`src/rtl/ptlru_pkg.sv`:
```
// shared types and constants for the page table with lru victim unit
// no dependencies
`timescale 1ns / 1ps
package ptlru_pkg;

  localparam int TABLE_ENTRIES_DEF = 16384;
  localparam int RECENCY_DEPTH_DEF = 256;
  localparam int PAGE_SHIFT_DEF    = 12;
  localparam int FRAME_W           = 8;
  localparam int ENTRY_W           = FRAME_W + 2;
  localparam int VPAGE_W           = 14;
  localparam int CNT_W             = 32;

  typedef enum logic [1:0] {
    OP_LOOKUP = 2'd0,
    OP_MAP    = 2'd1,
    OP_DIRTY  = 2'd2,
    OP_EVICT  = 2'd3
  } op_t;

  typedef enum logic [2:0] {
    S_CLEAR,
    S_IDLE,
    S_READ,
    S_MATCH,
    S_COMPACT,
    S_DROP,
    S_APPEND,
    S_DONE
  } state_t;

  typedef struct packed {
    logic kill_match;
    logic kill_head;
    logic shift;
    logic append;
  } lru_ctrl_t;

endpackage

```
`src/rtl/ptlru_cell.sv`:
```
// one slot of the recency chain, slot 0 holds the least recent page
// depends on ptlru_pkg
`timescale 1ns / 1ps
module ptlru_cell #(
  parameter int PBITS = 14
) (
  input  logic                clk,
  input  logic                rst,
  input  ptlru_pkg::lru_ctrl_t ctrl,
  input  logic                is_head,
  input  logic [PBITS-1:0]    key,
  input  logic                prev_valid,
  input  logic                next_valid,
  input  logic [PBITS-1:0]    next_page,
  output logic                valid,
  output logic [PBITS-1:0]    page
);
  import ptlru_pkg::*;

  always_ff @(posedge clk) begin
    if (rst) begin
      valid <= 1'b0;
    end else if (ctrl.kill_match) begin
      if (valid && page == key) begin
        valid <= 1'b0;
      end
    end else if (ctrl.kill_head) begin
      if (is_head) begin
        valid <= 1'b0;
      end
    end else if (ctrl.shift) begin
      // a hole moves one slot toward the tail per cycle
      if (!valid && next_valid) begin
        valid <= 1'b1;
        page  <= next_page;
      end else if (valid && !prev_valid) begin
        valid <= 1'b0;
      end
    end else if (ctrl.append) begin
      if (!valid && prev_valid) begin
        valid <= 1'b1;
        page  <= key;
      end
    end
  end

endmodule
```
`config.mk`:
```
export PLATFORM = sky130hd
export DESIGN_NAME = ptlru_cell
export DESIGN_NICKNAME = d
export VERILOG_FILES = /design/src/rtl/ptlru_pkg.sv /design/src/rtl/ptlru_cell.sv
export SDC_FILE = /design/constraint.sdc
export NUM_CORES = 1
export LEC_CHECK = 0
export BUFFER_PORTS_ARGS = -buffer_cell sky130_fd_sc_hd__buf_2
export CAP_MARGIN = 20
export CORE_MARGIN = 3
export CORE_UTILIZATION = 41
export CTS_BUF_LIST = sky130_fd_sc_hd__clkbuf_4 sky130_fd_sc_hd__clkbuf_8 sky130_fd_sc_hd__clkbuf_16
export DETAILED_ROUTE_END_ITERATION = 6
export MAX_ROUTING_LAYER = met4
export PLACE_DENSITY = 0.75
export SYNTH_ARGS = -nofsm -noshare
export SYNTH_HDL_FRONTEND = slang
export SYNTH_SLANG_ARGS = --single-unit
export TNS_END_PERCENT = 1
```
`constraint.sdc`:
```
create_clock -name clk -period 2.7 [get_ports clk]
set_clock_uncertainty 0.2 [all_clocks]
set_input_delay 0.27 -clock clk [delete_from_list [all_inputs] [get_ports clk]]
set_output_delay 0.27 -clock clk [all_outputs]
set_load 0.01 [all_outputs]
```
# [Word-level counts from Yosys, hierarchy flattened]
# Index checks and enable logic that the tools add are counted.
[op_classes] eq_ne=5 mux=13 bitwise_logic=3 n_reduce_logical=12
[ops] operator="2-to-1 mux 14 bit" count=4
[ops] operator="== test 14 bit" count=1
[ops] operator="2-to-1 mux 1 bit" count=9
[ops] operator="nonzero test 4 bit" count=2
[ops] operator="AND reduction 6 bit" count=1
[ops] operator="inequality test 5 x 1 -> 1 bit, second input constant" count=1
[ops] operator="AND reduction 5 bit" count=1
[ops] operator="logical AND 1 bit" count=4
[ops] operator="inequality test 2 x 1 -> 1 bit, second input constant" count=2
[ops] operator="nonzero test 2 bit" count=2
[ops] operator="inequality test 3 x 1 -> 1 bit, second input constant" count=1
[ops] operator="NOT 1 bit" count=3
[ops] operator="logical NOT 1 bit" count=2
[word_totals] reg_bits=15 in_bits=37

# [Logic depth before layout (Yosys ltp)]
# Gate-level depths: netlist (run 1).
[depth] ltp_word=7 ltp_mapped=5 ltp_nobuf=4

# [Worst setup path before layout (run 1)]
# No wires, ideal clock.
[synth_timing] path_type="reg-to-reg" from="reg valid" to="reg page[0], enable pin" arrival_time_ns=1.627 t_required_ns=2.109 setup_slack_ns=0.482 stages_incl_launch_ff=3 synth_period_minus_slack_ns=2.218 path_cell_list="dfxtp_1 > or4_1 > a21oi_1"
[synth_between] elab_chain_len=4 word_cells_on_any_way=6
[synth_rtl] element="from (decl)" line="ptlru_cell.sv:15" rtl="output logic valid,"
[synth_rtl] element="from (signal assigned)" line="ptlru_cell.sv:22" rtl="valid <= 1'b0;"
[synth_rtl] element="from (signal assigned)" line="ptlru_cell.sv:25" rtl="valid <= 1'b0;"
[synth_rtl] element="from (signal assigned)" line="ptlru_cell.sv:29" rtl="valid <= 1'b0;"
[synth_rtl] element="logical NOT 1 bit (*)" line="ptlru_cell.sv:33, ptlru_cell.sv:40"
[synth_rtl] element="logical AND 1 bit (on tied branches)" line="ptlru_cell.sv:33, ptlru_cell.sv:40"
[synth_rtl] element="inequality test 2 x 1 -> 1 bit (no source line) / nonzero test 2 bit (equally long branches)"
[synth_rtl] element="AND reduction 6 bit (no source line) (*)"
[synth_rtl] element="to (signal assigned)" line="ptlru_cell.sv:35" rtl="page <= next_page;"
[synth_rtl] element="to (signal assigned)" line="ptlru_cell.sv:42" rtl="page <= key;"
[synth_rtl] element="to (decl)" line="ptlru_cell.sv:16" rtl="output logic [PBITS-1:0] page"
# Every way passes the cells marked *; elsewhere a longest branch is shown, timed or not.
# A chain may end at the register's enable or synchronous reset.

# [Final worst setup path (run 1)]
# Ends and elaborated chain as after synthesis.

==> impl_metrics.tcl, run 1 <==
set metrics [dict create \
    fin_ws_ns 0.984 \
    grt_pass1_vias 651 \
    fin_crit_ns 1.72 \
    numCtsBuffers 3 \
    ctsHoldBuffers 0 \
    hold_viol 0 \
    clk_path_buf_depth 2 \
    grt_use_total_pct 15.1 \
    r2r-end "page[0]" \
    initial_core_util_pct 45.7 \
    pin_count 52 \
    cts_resized 0 \
    core_sq_um 1800 \
    row_count 15 \
    cap_violations 0 \
    setup-tns-final_ns 0 \
    vias 667 \
    drt-vias-per-instance 4.80 \
    post_cts_buffers 0 \
    crit_chain "or4_1, a21oi_1, buf_4" \
    cts_htree_levels 1 \
    worstSetupPathType "reg2reg" \
    yosysUniqueCellTypes 16 \
    cts.sinks 15 \
    power_density_nw_per_um2 412 \
    hold_depth 2 \
    r2r_cells 3 \
    min_period_over_period_pct 63.5 \
    dr.pass1.iters 2 \
    maxSlewViolCount 0 \
    clk_latency_ns 0.26 \
    pre_cts_slack_ns 0.920 \
    routed_wl_mm 1.81 \
    synth.avg_cell_area_sq_um 13.7 \
    cts_root_buffer "clkbuf_4" \
    overflow 0 \
    setup_viol 0 \
    cp-end-kind "register" \
    drive_gt1_share_pct 61.4 \
    die_h_um 50.8 \
    final_cells 139 \
    cts_tree "yes" \
    grt_pass1_wl_mm 2.85 \
    fmax_mhz 583 \
    yosysSeqAreaShare_pct 53.5 \
    die_area_sq_um 2580 \
    cp-start-kind "register" \
    fp.dieW_um 50.8 \
    max_stage_delay_ns 0.51 \
    synth_seq_cells 15 \
    tightestPinTransition_ns 0.359 \
    area_growth_pct 37.8 \
    ys_warn_count 0 \
    grt_max_degree 18 \
    cp.arrival_ns 1.48 \
    p_leak_nw 0.503 \
    outcome "finished, final reports clean" \
    placement.io_buffers 51 \
    hold_slack_ns 0.101 \
    power.total_w 0.000468 \
    reg2reg_slack_ns 0.98 \
    min_path_type "in2reg" \
    drc_errors 0 \
    rsz0062_at_grt "no" \
    slew_headroom_pct 76.1 \
    grt_antenna_before_repair 0 \
    ir_drop_v 0.000313 \
    nets 152 \
    cp.required_ns 2.47 \
    cts.reportedPaths.clkPinSlew_ns 0.08 \
    dp_hpwl_mm 1.52 \
    syn_nets 97 \
    n_antenna_cell 0 \
    r2r-start "valid" \
    cp_max_fo 15 \
    syn_area_sq_um 823 \
    avgRoutedWirePerCell_um 13.0 \
    ant_nets 0 \
    hold_end "page[9]" \
    synthCells 60 \
    cp_slowest_cell "or4_1" \
    drt_iter0_drc 1 \
    gp_congestion 0.677 \
    hp-start "next_page[9]" \
    dpl.cell_count 135 \
]
synth_stat cells (all sizes together):
cell type  number  area [sq um]
a21oi           2          10.0
nand2           3          11.3
nand4           1          6.26
or3b            1          8.76
buf             2          12.5
mux2           14           158
edfxtp         14           420
nand3b          1          7.51
or4             1          7.51
nor4            3          18.8
nor3b           1          7.51
nor3            1          5.00
dfxtp           1          20.0
xor2           14           123
a21o            1          7.51
routing by layer:
metal  global-route usage [%]  part of all wire [%]  vias to the layer above
li1                         -                     -                      332
met1                     16.9                    40                      304
met2                     27.0                    51                       29
met3                     3.50                   7.9                        2
met4                     4.04                  0.77                        0
met5                        -                     0                        -
area by class of cell:
cell class | count | area (sq um)
flip-flops and latches | 15 | 440
clock buffers | 4 | 30.0
well taps | 25 | 31.3
repair buffers | 52 | 263
multi-input cells | 43 | 370
fillers | 164 | 667
layout by cell type, fill, tap and decap left out:
cell	count
a21o_1	1
mux2_2	14
nand3b_1	1
xor2_1	14
dfxtp_1	1
nand4_1	1
buf_2	51
or3b_1	1
edfxtp_1	14
nor4_1	3
or4_1	1
buf_4	1
nand2_1	3
a21oi_1	2
nor3b_1	1
nor3_1	1
clkbuf_4	4
state kept, by name, summed over array words and instances, names as in the netlist:
signal	count
page	14
valid	1
where the power goes:
part | switching (W) | internal (W)
sequential | 0.00000264 | 0.000260
clock | 0.0000625 | 0.0000671
combinational | 0.0000311 | 0.0000443
critical path, delay by kind of cell, from the launching register on:
family          cells  cell delay [ns]
flops               1             0.33
buf+inv             1             0.24
compound gates      1             0.14
simple gates        1             0.51
cells by family (layout without fill, tap and decap cells):
kind of cell | Yosys count | in the layout | share of synthesized area, %
AO/OA/AOI/OAI | 3 | 3 | 2.13
XOR/XNOR | 14 | 14 | 14.9
buffers and inverters | 2 | 56 | 1.52
flip-flops | 15 | 15 | 53.5
multiplexers | 14 | 14 | 19.1
AND/OR/NAND/NOR | 12 | 12 | 8.82
worst max-delay path by stage:
stage,startpoint,endpoint
floorplan,valid,page[0]
global placement,ctrl[3],page[13]
detailed placement,ctrl[3],page[11]
CTS,valid,page[7]
global route,valid,page[11]
finish,valid,page[0]
stage by stage:
| stage | instance area, sq um | util, % |
|---|---|---|
| 2_1_floorplan | 823 | - |
| 3_3_place_gp | 1100 | 61.3 |
| 3_5_place_dp | 1100 | 61.3 |
| 4_1_cts | 1130 | 63.0 |
| 5_1_grt | 1130 | 63.0 |
| 6_report | 1130 | 63.0 |
Note: power is estimated with default switching activity, not from simulation.
==> run 2, diff against run 1 <==
ABC_AREA = 1   (was default)
CORE_UTILIZATION = 40   (was 41)
PLACE_DENSITY = 0.72   (was 0.75)
clock period = 1.4 ns   (was 2.7 ns; I/O delays follow)
==> impl_metrics.tcl, run 2 <==
set metrics [dict create \
    nets 257 \
    slew_headroom_pct 84.1 \
    clk_latency_ns 0.28 \
    final_common_cell "nand2_1" \
    synth_top_cell_area_share_pct 42.9 \
    synth.avg_cell_area_sq_um 6.66 \
    multi_input_area_sq_um 438 \
    area_growth_pct 54.4 \
    rsz0062_at_grt "yes" \
    final_cell_area_sq_um 1510 \
    p_sw_w 0.000260 \
    fin_crit_ns 1.56 \
    hold_depth 3 \
    violations "negative setup slack" \
    initial_core_util_pct 43.0 \
    dp_hpwl_mm 1.88 \
    place_area_sq_um 1300 \
    synth_area_leader_cell "edfxtp_1" \
    cp.arrival_ns 1.36 \
    r2r_cells 6 \
    row_count 17 \
    power_density_nw_per_um2 655 \
    ant_nets 0 \
    syn_area_sq_um 980 \
    cts_htree_levels 1 \
    cap_violations 0 \
    grt_pass1_vias 1027 \
    yosys-top-cells-count "64 x nand2_1, 28 x inv_1, 14 x edfxtp_1" \
    top_register "page" \
    die_area_sq_um 3080 \
    syn_nets 184 \
    async_flop_share_pct 0 \
    overflow 0 \
    cp_slowest_cell "dfxtp_2" \
    combPwrFrac_pct 23.3 \
    drc_errors 0 \
    dr.pass1.iters 4 \
    cp.required_ns 1.20 \
    path_buf_inv 2 \
    synth_seq_cells 15 \
    crit_chain "inv_2, a21oi_2, nor3_2, nand2_1, nor2_4, buf_12" \
    routed_wl_mm 2.55 \
    fp.dieW_um 55.5 \
    power_frac_seq_pct 51.8 \
    cp_max_fo 14 \
    grt_pass1_wl_mm 4.24 \
    num-fill-cells 185 \
    ff_latch_area_sq_um 442 \
    max_stage_delay_ns 0.34 \
    outcome "finished, violations left" \
    setup_viol 15 \
    ir_drop_v 0.000416 \
    synth.top_cells.by_area "edfxtp_1 43%, nand2_1 25%, inv_1 11%" \
    drt_iter0_drc 40 \
    cts.sinks 15 \
    drive_gt1_share_pct 32.0 \
    min_path_type "in2reg" \
    pin_count 52 \
    ys.flop_type "edfxtp_1" \
    cts_root_buffer "clkbuf_4" \
    largest_reg_flops 14 \
    numCtsBuffers 3 \
    p_sw_share_pct 26.2 \
    grt_use_total_pct 17.6 \
    worstSetupPathType "reg2reg" \
    yosysUniqueCellTypes 16 \
    drt-vias-per-instance 4.49 \
    largestRegisters "page (14), valid (1)" \
    power.total_w 0.000991 \
    tightestPinTransition_ns 0.239 \
    p_clk_share_pct 24.8 \
    vias 1109 \
    cp_top_family "simple AND/OR/NAND/NOR gates" \
    p_leak_nw 0.825 \
    avgRoutedWirePerCell_um 10.3 \
    synthCells 147 \
    fin_util_pct 66.5 \
    hold_viol 0 \
    crit_cells 6 \
    mostFrequentLayoutCells "63 x nand2_1, 51 x buf_2, 28 x inv_1" \
    cp-start-kind "register" \
    grt_antenna_before_repair 0 \
    fmax_mhz 639 \
    die_h_um 55.5 \
    fin_ws_ns -0.164 \
    p_int_w 0.000732 \
    cts.reportedPaths.clkPinSlew_ns 0.10 \
    synth_most_common_cell "nand2_1" \
    min_period_over_period_pct 112 \
    core_sq_um 2280 \
    n_antenna_cell 0 \
    maxSlewViolCount 0 \
    synth_edf_count 14 \
    clk_path_buf_depth 2 \
    placement.io_buffers 51 \
    gp_congestion 0.813 \
    ys_warn_count 0 \
    yosysSeqAreaShare_pct 45.0 \
    cp-end-kind "register" \
    grt_max_degree 28 \
    cts_tree "yes" \
]
==> run 2: tightest hold or removal path, delay by kind of cell <==
family	cells	cell delay [ns]
AO/OA/AOI/OAI	1	0.13
buffers and inverters	2	0.13
==> run 2: worst paths after layout <==
kind / start / slack [ns] / end
setup / recovery: valid / -0.16 / page[9]
hold / removal: key[11] / 0.02 / page[11]
setup reg to reg: valid / -0.16 / page[9]
hold reg to reg: valid / 0.41 / valid
==> run 2: layer usage <==
layer,up-vias,wire (um),track usage (%)
li1,591,-,-
met5,-,0,-
met3,8,232,5.61
met2,56,1190,28.2
met4,0,56,7.64
met1,454,1080,20.0
==> run 2: repair_timing <==
item	CTS	global route
gates resized for setup	1	4
pin swaps	0	2
hold buffers	16	0
buffers inserted	0	1
setup endpoints to repair	15	15
hold endpoints to repair	15	0
==> run 2: per-stage QoR <==
step / setup slack [ns] / TNS (ns) / hold slack (ns) / instances
after floorplan: -0.0943 / -1.32 / 0.0764 / 147
after global placement: -0.0233 / -0.330 / 0.224 / 226
after detailed placement: -0.0637 / -0.923 / 0.228 / 226
after CTS: -0.0903 / -1.22 / -0.00493 / 246
after global routing: -0.198 / -2.82 / 0.0236 / 247
final: -0.164 / -2.19 / 0.0213 / 247
==> run 2: cell type report <==
| type | instances | share of cell area (%) |
|---|---|---|
| inverters | 30 | 7.44 |
| clock buffers | 3 | 1.49 |
| well taps | 28 | 2.32 |
| flip-flops and latches | 15 | 29.2 |
| multi-input cells | 99 | 28.9 |
| clock inverters | 1 | 0.331 |
| repair buffers | 71 | 30.3 |
==> run 2: cell families (layout without fill, tap and decap cells) <==
| kind of cell | count (synthesis) | count (layout) | synth area share [%] |
|---|---|---|---|
| XOR/XNOR | 1 | 1 | 0.894 |
| buffers and inverters | 33 | 105 | 13.0 |
| AND/OR/NAND/NOR | 83 | 83 | 33.1 |
| AO/OA/AOI/OAI | 15 | 15 | 8.05 |
| flip-flops | 15 | 15 | 45.0 |
==> run 2: power by group through the flow <==
stage / clock network [W] / logic (W) / registers, W
finish: 0.000246 / 0.000231 / 0.000514
floorplan: 0 / 0.0000924 / 0.000528
global route: 0.000267 / 0.000262 / 0.000515
detailed placement: 0 / 0.000191 / 0.000523
global placement: 0 / 0.000184 / 0.000523
CTS: 0.000249 / 0.000226 / 0.000513
==> run 3, diff against run 2 <==
ABC_AREA = default   (was 1)
CORE_UTILIZATION = 37   (was 40)
PLACE_DENSITY = 0.71   (was 0.72)
==> impl_metrics.tcl, run 3 (same netlist as run 1, synthesis figures left out) <==
set metrics [dict create \
    ant_nets 0 \
    tightestPinTransition_ns 0.237 \
    overflow 0 \
    violations "negative hold slack, negative setup slack" \
    cp-start-kind "register" \
    post_cts_buffers 0 \
    r2r_cells 3 \
    cp-end-kind "register" \
    row_count 16 \
    largestRegisters "page (14), valid (1)" \
    slew_headroom_pct 84.1 \
    p_leak_nw 0.636 \
    drc_errors 0 \
    fin_util_pct 72.9 \
    n_antenna_cell 0 \
    grt_max_degree 16 \
    avgRoutedWirePerCell_um 12.9 \
    numCtsBuffers 3 \
    final_common_cell "buf_2" \
    rsz0062_at_grt "yes" \
    cp_max_fo 15 \
    final_cell_area_sq_um 1490 \
    dr.pass1.iters 4 \
    cp-startpoint "valid" \
    vias 811 \
    largest_reg_flops 14 \
    initial_core_util_pct 40.3 \
    die_area_sq_um 2830 \
    r2r-end "page[1]" \
    cp.arrival_ns 1.38 \
    drt-vias-per-instance 4.72 \
    cts.sinks 15 \
    area_growth_pct 80.7 \
    crit_path_end "page[1]" \
    r2r-start "valid" \
    min_path_type "in2reg" \
    grt_pass1_vias 848 \
    power.total_w 0.000998 \
    min_period_over_period_pct 112 \
    maxSlewViolCount 0 \
    cap_violations 0 \
    final_cells 172 \
    grt_use_total_pct 18.1 \
    ir_drop_v 0.000431 \
    setup_viol 15 \
    place_area_sq_um 1160 \
    grt_pass1_wl_mm 3.51 \
    hold_viol 1 \
    pin_count 52 \
    fp.dieW_um 53.2 \
    fin_ws_ns -0.162 \
    reg2reg_slack_ns -0.16 \
    clk_latency_ns 0.29 \
    routed_wl_mm 2.22 \
    cts_htree_levels 1 \
    drt_iter0_drc 4 \
    cp.required_ns 1.22 \
    clk_path_buf_depth 2 \
    die_h_um 53.2 \
    dpl.cell_count 140 \
    gp_congestion 0.741 \
    fmax_mhz 640 \
    mostFrequentLayoutCells "51 x buf_2, 28 x dlygate4sd3_1, 14 x mux2_2, 14 x xor2_1, 14 x edfxtp_1" \
    drive_gt1_share_pct 54.5 \
    worstSetupPathType "reg2reg" \
    dp_hpwl_mm 1.56 \
    hold_slack_ns -0.0377 \
    outcome "finished, violations left" \
    pre_cts_slack_ns -0.199 \
    top_register "page" \
    cts.reportedPaths.clkPinSlew_ns 0.10 \
    cts_tree "yes" \
    grt_antenna_before_repair 0 \
    nets 183 \
    placement.io_buffers 51 \
    power_density_nw_per_um2 671 \
    ctsHoldBuffers 28 \
    cts_root_buffer "clkbuf_4" \
    core_sq_um 2040 \
    fin_crit_ns 1.56 \
]
-- run 3: cell count changes in the layout (fill, tap and decap cells not counted), sizes merged, moves of 3 or more --
| cell | delta |
|---|---|
| inv | -30 |
| nand2 | -61 |
| nand3 | -4 |
| dlygate4sd3 | +12 |
| o21ai | -13 |
| nor4 | +3 |
| nor2 | -12 |
| xor2 | +14 |
| mux2 | +14 |
-- run 3: timing repair --
item                       CTS  global route
resized for setup            1             2
pin swaps                    0             1
hold endpoints to repair    15             1
setup endpoints to repair   15            15
-- run 3: layer usage --
metal / share of wire (%) / GRT usage [%] / up-vias
li1: - / - / 394
met4: 1.3 / 7.66 / 0
met5: 0 / - / -
met3: 5.8 / 2.82 / 4
met2: 58 / 35.3 / 32
met1: 35 / 17.3 / 381
-- run 3: report_power, final --
part	total, W	switching (W)	internal [W]
Combinational	0.000226	0.0000795	0.000146
Clock	0.000265	0.000156	0.000109
Sequential	0.000507	0.00000515	0.000502
-- run 3: worst min-delay path by stage --
| stage | from | endpoint | slack, ns | cells after the start |
|---|---|---|---|---|
| after floorplan | rst | valid | 0.15 | 2 |
| after global placement | next_page[5] | page[5] | 0.24 | 2 |
| after detailed placement | next_page[10] | page[10] | 0.25 | 2 |
| after CTS | rst | valid | -0.04 | 3 |
| after global routing | rst | valid | -0.03 | 3 |
| final | rst | valid | -0.04 | 3 |
-- run 3: per-stage QoR --
step	setup TNS, ns	hold WS (ns)
3_5_place_dp	-2.91	0.249
4_1_cts	-2.45	-0.0426
5_1_grt	-2.72	-0.0322
6_report	-2.34	-0.0377
3_3_place_gp	-2.63	0.242
2_1_floorplan	-3.22	0.148
-- run 3: cell type report --
cell class,count,area (sq um)
multi-input cells,43,404
clock inverters,1,7.51
clock buffers,3,22.5
well taps,27,33.8
fillers,163,554
repair buffers,83,578
flip-flops and latches,15,442
-- run 3: worst max-delay path, cell delays in order (launching register included) --
cell and delay (ns):
dfxtp_2 0.35, or4_4 0.43, a21oi_4 0.15, buf_12 0.16
